<file path="src/design/rpn_ram.sv">
// ----------------------------------------------------------------------------
// rpn_ram
// Generic single-write, single-read synchronous RAM with registered read.
// ----------------------------------------------------------------------------
module rpn_ram #(
  parameter int unsigned WIDTH = 32,
  parameter int unsigned DEPTH = 64
) (
  input  logic                     clk,
  input  logic                     we,
  input  logic [$clog2(DEPTH)-1:0] waddr,
  input  logic [WIDTH-1:0]         wdata,
  input  logic [$clog2(DEPTH)-1:0] raddr,
  output logic [WIDTH-1:0]         rdata
);

  logic [WIDTH-1:0] mem [DEPTH];

  always_ff @(posedge clk) begin
    if (we) begin
      mem[waddr] <= wdata;
    end
    rdata <= mem[raddr];
  end

endmodule

</file>
<file path="config.mk">
export PLATFORM = sky130hd
export DESIGN_NAME = rpn_ram
export DESIGN_NICKNAME = d
export VERILOG_FILES = /design/src/design/rpn_ram.sv
export SDC_FILE = /design/constraint.sdc
export NUM_CORES = 2
export LEC_CHECK = 0
export BUFFER_PORTS_ARGS = -buffer_cell sky130_fd_sc_hd__buf_2
export CAP_MARGIN = 10
export CORE_MARGIN = 2
export CORE_UTILIZATION = 50
export CTS_BUF_LIST = sky130_fd_sc_hd__clkbuf_8
export DETAILED_ROUTE_END_ITERATION = 16
export HOLD_SLACK_MARGIN = 0.05
export PLACE_DENSITY = 0.71
export SYNTH_ARGS = -nofsm -noshare
export SYNTH_HDL_FRONTEND = slang
export SYNTH_SLANG_ARGS = --single-unit
</file>
<file path="constraint.sdc">
create_clock -name clk -period 4.79 [get_ports clk]
set_clock_uncertainty 0.15 [all_clocks]
set_input_delay 0.958 -clock clk [delete_from_list [all_inputs] [get_ports clk]]
set_output_delay 0.958 -clock clk [all_outputs]
set_load 0.005 [all_outputs]
</file>
After elaboration in Yosys (flattened, before gate mapping)
Memories as Yosys holds them, arrays and structs flattened. A register that Yosys moved wholly into a read port is not among the register bits.
Cells that the tools add are included.
{"block": "classes", "muxes": 2}
{"op": "2-to-1 mux 1 bit", "count": 2}
{"block": "totals", "register_bits": 0, "ramBits": 2048, "input_bits": 46, "out_inout_bits": 32, "elab_cells": 3, "memories": 1}
{"name": "mem", "words": 64, "word_bits": 32, "read_ports": 1, "rd_clocked_by_memory_dff": 1, "wr": 1, "line": "17", "source": "logic [WIDTH-1:0] mem [DEPTH];"}

Longest topological paths before layout
{"block": "logic_depth", "depth_word": 2, "mapped_depth": 10, "depth_no_buf": 5}

Least setup slack after synthesis
Ideal clock, no wire load.
{"block": "synth_path", "kind": "input to register", "start": "in waddr[3]", "end": "mem mem[48][0] (enable)", "t_arrival_ns": 3.657, "path_slack_ns": 0.522, "path_stages": 4, "path_cell_list": "clkbuf_1 nor2b_1 nand4b_1 nor3_1"}
{"item": "start, declared", "line": "11", "source": "input logic [$clog2(DEPTH)-1:0] waddr,"}
{"item": "end, declared", "line": "17"}
Straight into the memory's write port.

==> results.md <==
- The core region is 156,000 µm².
- In this run the remaining antenna-violating nets after routing total 0.
- The final instance area is 88,500 µm².
- The mapped netlist covers 78,500 µm².
- The count of unique library cells instantiated by Yosys is 34.
- The predominant post-synthesis flop cell is sky130_fd_sc_hd__edfxtp_1.
- At the worst endpoint, the arrival time is 3.86 ns.
- The total power divided by cell area is 404 nW/µm².
- Setup violations remaining at the end of the flow were counted as 0.
- The floorplan step defined a die boundary enclosing 160,000 µm².
- In this run the mean area of a mapped cell was 23.6 µm².
- For this design, the CTS-stage hold fixing added 0 buffers.
- For this run, design rule violations remaining after detail routing come to 0.
- The share of the clock period used by the worst path after layout is 66.2%.
- The routed length per placed instance is 32.4 µm.
- The sum of negative setup slack is 0 ns.
- Static timing analysis puts the maximum clock frequency at 0.315 GHz.
- Of all flip-flops after synthesis, the portion carrying an async set or reset was 0%.
- The initial utilization of the core area, before any placement, comes to 50.3%.
- The initial antenna violation count is 14.
- For this run the aggregate overflow at the end of global routing stands at 0.
- The post-CTS clock slew at the launch and capture registers of the worst setup and hold paths is 0.06 ns.
- After detailed routing, the total wire length is 195 mm.
- The cell at the root of the clock tree is sky130_fd_sc_hd__clkbuf_8.
- The number of H-tree levels is 5.
- After synthesis, the cell types taking the most area are sky130_fd_sc_hd__edfxtp_1 78%, sky130_fd_sc_hd__mux4_2 16%, sky130_fd_sc_hd__mux2i_1 1.2%, sky130_fd_sc_hd__dfxtp_1 0.82%, sky130_fd_sc_hd__o22ai_1 0.67%.
- The number of pins with negative max-slew slack in the final report came to 0.
- At the later pin of the worst-skew pair, clock insertion delay measures 1.02 ns.
- The yosys synthesis warning count is 0.
- On the worst path, the slowest cell contributes a delay of 0.64 ns.
- On the final layout, the worst hold slack is 0.311 ns.
- The tool flagged a number of max-cap violations equal to 0.
- The detailed router finished its first iteration with 5,482 violations.
- For the worst setup path, the data required time is 5.48 ns.
- In the layout the commonest cells are 2,048 x sky130_fd_sc_hd__edfxtp_1, 544 x sky130_fd_sc_hd__mux4_2, 355 x sky130_fd_sc_hd__clkbuf_8.
- The total count of hold-check failures in the final report is 0.
- Counting both buffers and inverters, the worst setup path holds a total of 4.
- The global-route wire length before repair is 275 mm.
- The most frequent standard cell in the layout excluding fill and tap cells is sky130_fd_sc_hd__edfxtp_1.
- The synthesized design contains 2,080 register bits.
- The element type at the critical path start is a primary input.
- Entering global routing, the biggest net connects 65 pins.
- The final layout net count is 3,757.
- For the pin with the worst max-slew slack, the measured transition is 1.23 ns.
- The clock period minus final worst setup slack is 3.17 ns.
- The final RePlAce weighted congestion is 0.792.
- In the routed layout, each cell is associated on average with a via count of 6.32.
- The total vias in the final route is 38,000.
- Counting every sink on the clock net gives 2,080.
- The number of filler cells placed in the layout is 10,900.
- The cell family contributing the most delay on the critical path is buffers and inverters.
- The clock buffer count from CTS is 333.
- The critical setup path kind is in2reg.
- The buffer count from post-CTS setup fixing is 0.
- The number of port buffers is 77.
- For this design, the slowest cell found on the critical path is sky130_fd_sc_hd__o32ai_1.
- The sequential cell area fraction in the yosys report is 79.1%.
- For this design the static power due to leakage is 28.0 nW.
- The maximum clock path buffer count is 4.
- By instance count, the cell type seen most on the critical path is sky130_fd_sc_hd__buf_4.
- The count of pins on the block boundary is 78.
- The overall die width is 400 µm.
- The via count of the first global-routing pass is 38,200.
- The run finished with clean final reports.
- The total placed instance area is 82,600 µm².
- The detailed-router iteration count before antenna repair is 5.
- The worst max-slew margin expressed relative to the limit is 17.9%.
- In this run, post-CTS repair resized a total of 0 instances.
- The clock tree from TritonCTS is yes.
- The worst-case IR drop observed on VDD is 0.000282 V.
- From synthesis to final layout, the design area changed by 12.8%.
- The number of nets handed over by synthesis was 3,370.
- The class of the worst hold path is in2reg.
- The total routing resource utilization after global routing is 24.3%.
- Setup repair after global routing left no endpoint under its margin.
- In the final layout, the share of cells above drive strength 1 is 31.5%.
- Of all nets on the critical path, the largest fanout is 40.
- Synthesis handed over a netlist of 3,324 instances.
- The floorplan row count is 145.
- The fraction of synthesized cell area taken by the top area cell type is 78.3%.
- Summed over all instances, the cell type with the most area after synthesis is sky130_fd_sc_hd__edfxtp_1.
- The wire-length estimate of the detail-placed layout is 105 mm.
- The chip height is 400 µm.
- The worst setup path is captured at a register.
- The synthesized design contains 2,048 enable-type register cells.
- Traced cell by cell, the critical path runs through buf_8 -> buf_4 -> buf_12 -> buf_4 -> mux4_2 -> mux2i_1 -> nor2_1 -> o32ai_1 -> nor3_1.
power breakdown:
part           internal (mW)  leakage (nW)  switching, mW  total, mW
sequential              20.2          18.7         0.0943       20.3
combinational          0.687          5.90           1.07       1.76
clock                   7.12          3.46           6.64       13.8
worst min-delay path, cell delays in order:
cell and delay [ns]:
sky130_fd_sc_hd__buf_2 0.21, sky130_fd_sc_hd__a21oi_1 0.17, sky130_fd_sc_hd__nor2_1 0.04
cell families (layout without fill, tap and decap cells):
kind of cell    count (synthesis)  in the layout  synth area share, %
compound gates                202            202                 1.67
simple gates                  223            223                 1.27
other cells                     0              6                    0
flops                        2080           2080                 79.1
mux                           637            637                 16.8
buf+inv                       182            806                 1.13
metal layers:
layer | wire (µm) | track usage (%) | up-vias
met2 | 91200 | 37.0 | 2436
met5 | 71 | 0 | -
met3 | 23200 | 6.25 | 389
li1 | - | - | 15100
met4 | 6510 | 8.79 | 12
met1 | 73800 | 34.3 | 20100
cell type report:
| class | instances | area [µm²] | share of cell area, % |
|---|---|---|---|
| Antenna cell | 6 | 15.0 | 0.0170 |
| Clock inverter | 217 | 1030 | 1.17 |
| Sequential cell | 2080 | 62100 | 70.2 |
| Timing Repair Buffer | 234 | 1930 | 2.17 |
| Multi-Input combinational cell | 1062 | 16000 | 18.0 |
| Clock buffer | 355 | 4890 | 5.52 |
| Tap cell | 2058 | 2570 | 2.91 |
stage by stage:
step / utilization [%] / setup WS (ns) / cells / total power [mW]
floorplan: - / 0.522 / 3324 / 21.6
global placement: 52.9 / 0.657 / 5434 / 22.4
detailed placement: 52.9 / 0.570 / 5434 / 22.4
CTS: 56.7 / 1.62 / 6006 / 36.0
global route: 56.7 / 1.52 / 6008 / 36.8
finish: 56.7 / 1.62 / 6012 / 35.8
worst paths after layout:
path	startpoint	to	slack, ns	cells after the start
setup / recovery	raddr[0]	rdata[17]	1.62	9
hold / removal	raddr[4]	rdata[0]	0.31	3
setup reg to reg	mem[42][14]	rdata[14]	2.31	4
hold reg to reg	mem[12][4]	rdata[4]	0.58	4
Yosys cell counts (12+ instances only):
| cell type | n |
|---|---|
| sky130_fd_sc_hd__o221ai_1 | 27 |
| sky130_fd_sc_hd__mux2i_1 | 93 |
| sky130_fd_sc_hd__o22ai_1 | 84 |
| sky130_fd_sc_hd__clkbuf_1 | 74 |
| sky130_fd_sc_hd__a22oi_1 | 12 |
| sky130_fd_sc_hd__a21oi_1 | 62 |
| sky130_fd_sc_hd__nand2_1 | 26 |
| sky130_fd_sc_hd__edfxtp_1 | 2048 |
| sky130_fd_sc_hd__nor2_1 | 137 |
| sky130_fd_sc_hd__buf_1 | 21 |
| sky130_fd_sc_hd__mux4_2 | 544 |
| sky130_fd_sc_hd__buf_2 | 57 |
| sky130_fd_sc_hd__buf_4 | 25 |
| sky130_fd_sc_hd__nor2b_1 | 15 |
| sky130_fd_sc_hd__dfxtp_1 | 32 |
flip-flops by register name (all words and copies together), names as in the netlist:
signal  cells
mem      2048
rdata      32
(Power assumes the default switching activity.)
