File: src/design/rpn_pkg.sv
// ----------------------------------------------------------------------------
// rpn_pkg
// Shared types and constants of the RPN stack calculator: character codes,
// token classes, status codes and the sequencer state encoding.
// ----------------------------------------------------------------------------
package rpn_pkg;

  localparam int unsigned DATA_W = 32;

  localparam logic [7:0] CH_SPACE = 8'h20;
  localparam logic [7:0] CH_ZERO  = 8'h30;
  localparam logic [7:0] CH_NINE  = 8'h39;
  localparam logic [7:0] CH_PLUS  = 8'h2B;
  localparam logic [7:0] CH_MINUS = 8'h2D;
  localparam logic [7:0] CH_STAR  = 8'h2A;
  localparam logic [7:0] CH_SLASH = 8'h2F;

  localparam logic [2:0] ST_OK       = 3'd0;
  localparam logic [2:0] ST_INVALID  = 3'd1;
  localparam logic [2:0] ST_FEW      = 3'd2;
  localparam logic [2:0] ST_DIVZERO  = 3'd3;
  localparam logic [2:0] ST_OVERFLOW = 3'd4;
  localparam logic [2:0] ST_LEFTOVER = 3'd5;
  localparam logic [2:0] ST_EMPTY    = 3'd6;
  localparam logic [2:0] ST_FULL     = 3'd7;

  typedef enum logic [1:0] {
    CL_NONE  = 2'd0,
    CL_SPACE = 2'd1,
    CL_DIGIT = 2'd2,
    CL_OPER  = 2'd3
  } cls_t;

  typedef enum logic [8:0] {
    S_IDLE    = 9'b000000001,
    S_RD_R    = 9'b000000010,
    S_RD_L    = 9'b000000100,
    S_EXEC    = 9'b000001000,
    S_MULW    = 9'b000010000,
    S_DIV     = 9'b000100000,
    S_WB      = 9'b001000000,
    S_FIN_RD  = 9'b010000000,
    S_FIN_OUT = 9'b100000000
  } state_t;

  localparam logic [DATA_W-1:0] INT_MIN   = 32'h8000_0000;
  localparam logic [DATA_W-1:0] INT_M_ONE = 32'hFFFF_FFFF;

endpackage

File: src/design/rpn_div.sv
// ----------------------------------------------------------------------------
// rpn_div
// Iterative signed 32-bit divider, one quotient bit per cycle, truncating
// toward zero. The caller excludes a zero divisor and MIN / -1.
// ----------------------------------------------------------------------------
module rpn_div (
  input  logic                      clk,
  input  logic                      rst_n,
  input  logic                      start,
  input  logic [rpn_pkg::DATA_W-1:0] dividend,
  input  logic [rpn_pkg::DATA_W-1:0] divisor,
  output logic                      done,
  output logic [rpn_pkg::DATA_W-1:0] quotient
);

  logic        busy_r;
  logic        done_r;
  logic [5:0]  cnt_r;
  logic [31:0] a_r;
  logic [31:0] d_r;
  logic [31:0] rem_r;
  logic        neg_r;

  logic [32:0] rem_sh;
  logic [33:0] diff;
  logic        ge;

  assign rem_sh = {rem_r, a_r[31]};
  assign diff   = {1'b0, rem_sh} - {2'b00, d_r};
  assign ge     = !diff[33];

  always_ff @(posedge clk) begin
    if (!rst_n) begin
      busy_r <= 1'b0;
      done_r <= 1'b0;
      cnt_r  <= '0;
    end else begin
      done_r <= 1'b0;
      if (start) begin
        busy_r <= 1'b1;
        cnt_r  <= 6'd32;
      end else if (busy_r) begin
        cnt_r <= cnt_r - 6'd1;
        if (cnt_r == 6'd1) begin
          busy_r <= 1'b0;
          done_r <= 1'b1;
        end
      end
    end
  end

  always_ff @(posedge clk) begin
    if (start) begin
      a_r   <= dividend[31] ? (32'd0 - dividend) : dividend;
      d_r   <= divisor[31] ? (32'd0 - divisor) : divisor;
      rem_r <= '0;
      neg_r <= dividend[31] ^ divisor[31];
    end else if (busy_r) begin
      rem_r <= ge ? diff[31:0] : rem_sh[31:0];
      a_r   <= {a_r[30:0], ge};
    end
  end

  assign done     = done_r;
  assign quotient = neg_r ? (32'd0 - a_r) : a_r;

endmodule

File: config.mk
export PLATFORM = sky130hd
export DESIGN_NAME = rpn_div
export DESIGN_NICKNAME = d
export VERILOG_FILES = /design/src/design/rpn_pkg.sv /design/src/design/rpn_div.sv
export SDC_FILE = /design/constraint.sdc
export NUM_CORES = 1
export LEC_CHECK = 0
export BUFFER_PORTS_ARGS = -buffer_cell sky130_fd_sc_hd__buf_2
export CAP_MARGIN = 0
export CORE_ASPECT_RATIO = 0.75
export CORE_MARGIN = 2
export CORE_UTILIZATION = 45
export CTS_CLUSTER_DIAMETER = 100
export CTS_CLUSTER_SIZE = 14
export DETAILED_ROUTE_END_ITERATION = 16
export PLACE_DENSITY_LB_ADDON = 0.12
export RECOVER_POWER = 100
export SYNTH_ARGS = -nofsm -noshare
export SYNTH_HDL_FRONTEND = slang
export SYNTH_SLANG_ARGS = --single-unit
File: constraint.sdc
create_clock -name clk -period 9.45 [get_ports clk]
set_clock_uncertainty 0.15 [all_clocks]
set_input_delay 1.89 -clock clk [delete_from_list [all_inputs] [get_ports clk]]
set_output_delay 1.89 -clock clk [all_outputs]
set_load 0.02 [all_outputs]
; ---- Word-level counts from Yosys, hierarchy flattened
; Cells that the tools add are included.
[classes]
n_addsub = 5
eq_ne = 1
n_mux = 12
bitwise_logic = 3
reduce_logical = 4
[ops]
columns = operator, n
row1 = 2-to-1 mux 32 bit, 5
row2 = "subtractor 1 x 32 -> 32 bit, first input constant", 3
row3 = subtractor 33 x 32 -> 34 bit, 1
row4 = 2-to-1 mux 31 bit, 1
row5 = 2-to-1 mux 6 bit, 2
row6 = "equality test 6 x 1 -> 1 bit, second input constant", 1
row7 = "subtractor 6 x 1 -> 6 bit, second input constant", 1
row8 = 2-to-1 mux 1 bit, 4
row9 = OR reduction 3 bit, 1
row10 = NOT 1 bit, 2
row11 = nonzero test 2 bit, 1
row12 = OR reduction 2 bit, 1
row13 = logical NOT 1 bit, 1
row14 = bitwise XOR 1 bit, 1
[word_totals]
ff_bits = 105
inputBits = 67
out_inout_bits = 33
wordCells = 34

; ---- Logic depth before layout (Yosys ltp)
[depth]
word_depth = 4
mapped_depth = 13

; ---- Least setup slack after synthesis
; No wires, ideal clock.
[synth_timing]
kind = register to output
startpoint = reg a_r[9]
endpoint = out quotient[29] (netlist name)
t_arrival_ns = 2.698
setup_slack_ns = 4.712
path_stages_with_launch = 9
cell_sequence = edfxtp_1 or4_1 or3_1 or3_1 or2_2 nor2_1 nand2_1 o41ai_1 xnor2_1
[synth_via]
elab_chain_len = 2
[synth_rtl]
columns = element, line
row1 = start: declaration, rpn_div.sv:19  ; logic [31:0] a_r;
row2 = start signal: assignment, rpn_div.sv:54  ; a_r <= dividend[31] ? (32'd0 - dividend) : dividend;
row3 = start signal: assignment, rpn_div.sv:60  ; a_r <= {a_r[30:0], ge};
row4 = subtractor 1 x 32 -> 32 bit, rpn_div.sv:65  ; assign quotient = neg_r ? (32'd0 - a_r) : a_r;
row5 = 2-to-1 mux 32 bit, rpn_div.sv:65
row6 = end: declaration, rpn_div.sv:13  ; output logic [rpn_pkg::DATA_W-1:0] quotient
; No other way between the ends.

; ---- Worst setup path after layout
[layout_timing]
startpoint = in start
endpoint = reg a_r[31] (data pin)
[layout_via]
elab_chain_len = 1
[layout_rtl]
columns = element, line
row1 = start: declaration, rpn_div.sv:9  ; input logic start,
row2 = 2-to-1 mux 32 bit, rpn_div.sv:53  ; if (start) begin
; No other way between the ends.
; A chain may end at the register's enable or synchronous reset.

==> metrics.md <==
| Metric | Value |
|---|---|
| P&R area growth vs syn | 10.6% |
| R2r startpoint | d_r[1] |
| Root buf cell | clkbuf_16 |
| Top cells by area, synth | edfxtp_1 (25%), dfxtp_1 (10%), xnor2_1 (8.6%), ha_1 (6.0%), nand2_1 (4.9%) |
| Top cell by count, worst path | clkbuf_1 |
| Rel. slew slack | -131% |
| Row count | 41 |
| Reg-to-reg endpoint | rem_r[12] |
| Deepest clock path buffer count | 2 |
| RSZ-0062 raised after global routing | no |
| Worst EP arrival | approximately 6.7 ns |
| Ys Warns | 0 |
| Crit path launch type | input pin |
| HP Start | cnt_r[0] |
| Total number of vias | about 6700 |
| DP Area | ~8400 sq um |
| Wire length per cell | 16.0 um |
| DRT Wirelength | between 15000 and 20000 um |
| Mapped Area | about 7800 sq um |
| PwrDens | 161 nW/um^2 |
| Place WS | 4.35 ns |
| Maxcap violations | 3 |
| Final TNS setup | 0 ns |
| Pins Over Slew Limit | between 150 and 200 |
| Critical Path Slowest Stage Cell | clkbuf_1 |
| # H-tree levels | 3 |
| Initial antenna violation count | 0 |
| Worst-path maximum fanout | 74 |
| Cells along the critical path | clkbuf_1, clkbuf_1, nand3b_1, o32ai_1 |
| Setup Buffers After CTS | 0 |
| Endpoints failing hold | 0 |
| Fill cell count | roughly 1700 |
| Cells on Worst Hold Path | 2 |
| Die Y | about 120 um |
| Status | finished with violations |
| Commonest non-fill, non-tap cell in the layout | nand2_1 |
| Post-synthesis sequential area ratio | a little over a third |
| Detail Route Antenna Nets | 0 |
| Final Core Density | between 50% and 60% |
| Worst hold endpoint | cnt_r[0] |
| Die X | around 160 um |
| CP required | about 9.4 ns |
| DIE AREA | between 15000 and 20000 sq um |
| Clock sink total | between 100 and 150 |
| Final setup violation count | 0 |
| Vias per inst | ~5.6 |
| Layout cells sized above 1 | a little under a tenth |
| CP delay by family, top | buffers and inverters |
| FF+latch count, synth | about 110 |
| Syn avg cell area | around 8.6 sq um |
| Path type of the worst min-delay path | flip-flop to flip-flop |
| Distinct cell type count after synthesis | slightly above 60 |
| Total CTS buffers | 9 |
| Final worst path period share | around 70% |
| Reg2Reg Setup Slack | slightly below 5 ns |
| Worst-Margin Slew | approximately 3.5 ns |
| DR DRC count | 0 |
| Max frequency | roughly 150 MHz |
| Area of the core | 16800 sq um |
| Path depth of the worst reg2reg path | 11 |
| Final min period | 6.72 ns |
| LEAKAGE | 3.28 nW |
| Port bufs | about 100 |
| Leading area contributor after synthesis | edfxtp_1 |
| Syn nets | 1008 |
| Largest net degree at the start of global routing | 75 |
| Final Instance Area | 8570 sq um |
| Hold bufs inserted after CTS | 0 |
| CTS tree | done |
| Ys flop type | edfxtp_1 |
| Fin cells | 1197 |
| First-pass GRT wire length | 31900 um |
| Max incr delay on CP | 2.55 ns |
| Endpoint class of the critical path | flip-flop |
| GP Congestion | ~0.87 |
| Post-DP HPWL | 13800 um |
| Clock network latency to the later pin of the worst-skew pair | around 0.36 ns |
| Antenna cell count | 0 |
| Initial drt markers | 532 |
| # IOs | 100 |
| CP Class | input pin to flip-flop |
| Starting Density | 46.1% |
| Vias in the first global route | roughly 6200 |
| Failing checks | max-capacitance violations, max-slew violations |
| Setup WS post-layout | around 2.7 ns |
| VDD IR max | around 0.084 mV |
| Total track usage | a little over a fifth |
| Post-synth top area share | roughly 25% |
| Clk slew on worst S/H paths | roughly 0.07 ns |
| Commonest cells after routing, fill and taps aside | nand2_1 (101), nor2_1 (76), xnor2_1 (76) |
| Final Net Count | approximately 1100 |
| Post-synth ARST share | 0% |
| CTS resizes | 0 |
| GRT Residual Overflow | 0 |
| Number of synthesized flops with an enable pin | 65 |
| Drt first pass iters | 5 |
| Mapped Cells | 903 |
| Placed cells | between 1000 and 1500 |
| CP bufs+invs | 2 |
layout make-up:
type / count / area, sq um / area share (%)
clock inverters: 6 / 35.0 / 0.409
inverters: 52 / 195 / 2.28
well taps: 215 / 269 / 3.14
clock buffers: 10 / 229 / 2.67
flip-flops and latches: 105 / 2750 / 32.1
repair buffers: 103 / 468 / 5.46
multi-input cells: 706 / 4620 / 53.9
synth_stat cells (3+ instances only):
cell	count
o21bai_1	4
or4_4	3
xor2_1	36
a31oi_1	6
buf_1	8
a21oi_1	75
and4_1	3
a211oi_1	5
o21a_1	7
xnor2_1	76
o21ai_0	48
a311oi_1	22
nor3_1	17
a21o_1	13
clkbuf_1	29
o211ai_1	4
and2_1	3
o31ai_1	26
a2111oi_0	3
nand2_1	101
a211o_1	3
and3_1	8
nand2b_1	12
nand3_1	14
nand4_1	4
dfxtp_1	40
o41ai_1	14
nor4_1	6
edfxtp_1	65
ha_1	37
inv_1	52
nor2b_1	9
or3_1	11
mux2i_1	5
or2_2	6
a32oi_1	3
or4_1	17
nor2_1	76
flip-flops by register name, summed over array words and instances, names as in the netlist:
name / cells
rem_r: 32
a_r: 32
cnt_r: 6
neg_r: 1
busy_r: 1
done: 1
d_r: 32
worst max-delay path by stage:
stage                  from           end  slack, ns  cells past startpoint
floorplan            a_r[9]  quotient[29]       4.71                      8
CTS                 a_r[10]  quotient[29]       3.96                      9
finish                start       a_r[31]       2.73                      4
global placement     a_r[9]  quotient[29]       4.44                      9
global route          start       a_r[31]       2.11                      4
detailed placement  a_r[10]  quotient[29]       4.35                      9
report_power, final:
group          internal [W]  switching [W]
sequential         0.000542      0.0000398
combinational      0.000171       0.000274
clock              0.000177       0.000175
total              0.000889       0.000489
cells by family after synthesis:
family,after synthesis,synth area share [%]
compound gates,253,21.6
buf+inv,92,4.53
simple gates,296,18.6
mux,7,0.936
fa+ha+maj,38,6.23
flops,105,35.5
xor+xnor,112,12.6
stage by stage:
| stage | hold slack [ns] | total power (W) |
|---|---|---|
| detailed placement | 0.333 | 0.00104 |
| finish | 0.346 | 0.00138 |
| CTS | 0.344 | 0.00139 |
| global route | 0.360 | 0.00147 |
| floorplan | 0.308 | 0.000908 |
| global placement | 0.330 | 0.00104 |
worst register-to-register path: stages (launching register included):
cell	delay (ns)
edfxtp_1	0.40
inv_1	0.12
ha_1	0.23
nor2b_1	0.15
o2111ai_1	0.22
a21oi_1	0.17
o31ai_1	0.75
a21oi_1	0.27
nor2_1	0.87
clkbuf_1	0.73
a21oi_1	0.19
a211oi_1	0.25
per-layer routing:
metal | wire (um) | share of wire (%) | up-vias | global-route usage (%)
li1 | - | - | 3450 | -
met1 | 10200 | 54 | 3077 | 32.8
met2 | 7860 | 41 | 135 | 30.9
met3 | 808 | 4.2 | 17 | 4.38
met4 | 204 | 1.1 | 0 | 4.82
met5 | 0 | 0 | - | 0
No activity file was read; power rests on OpenSTA's default activity.
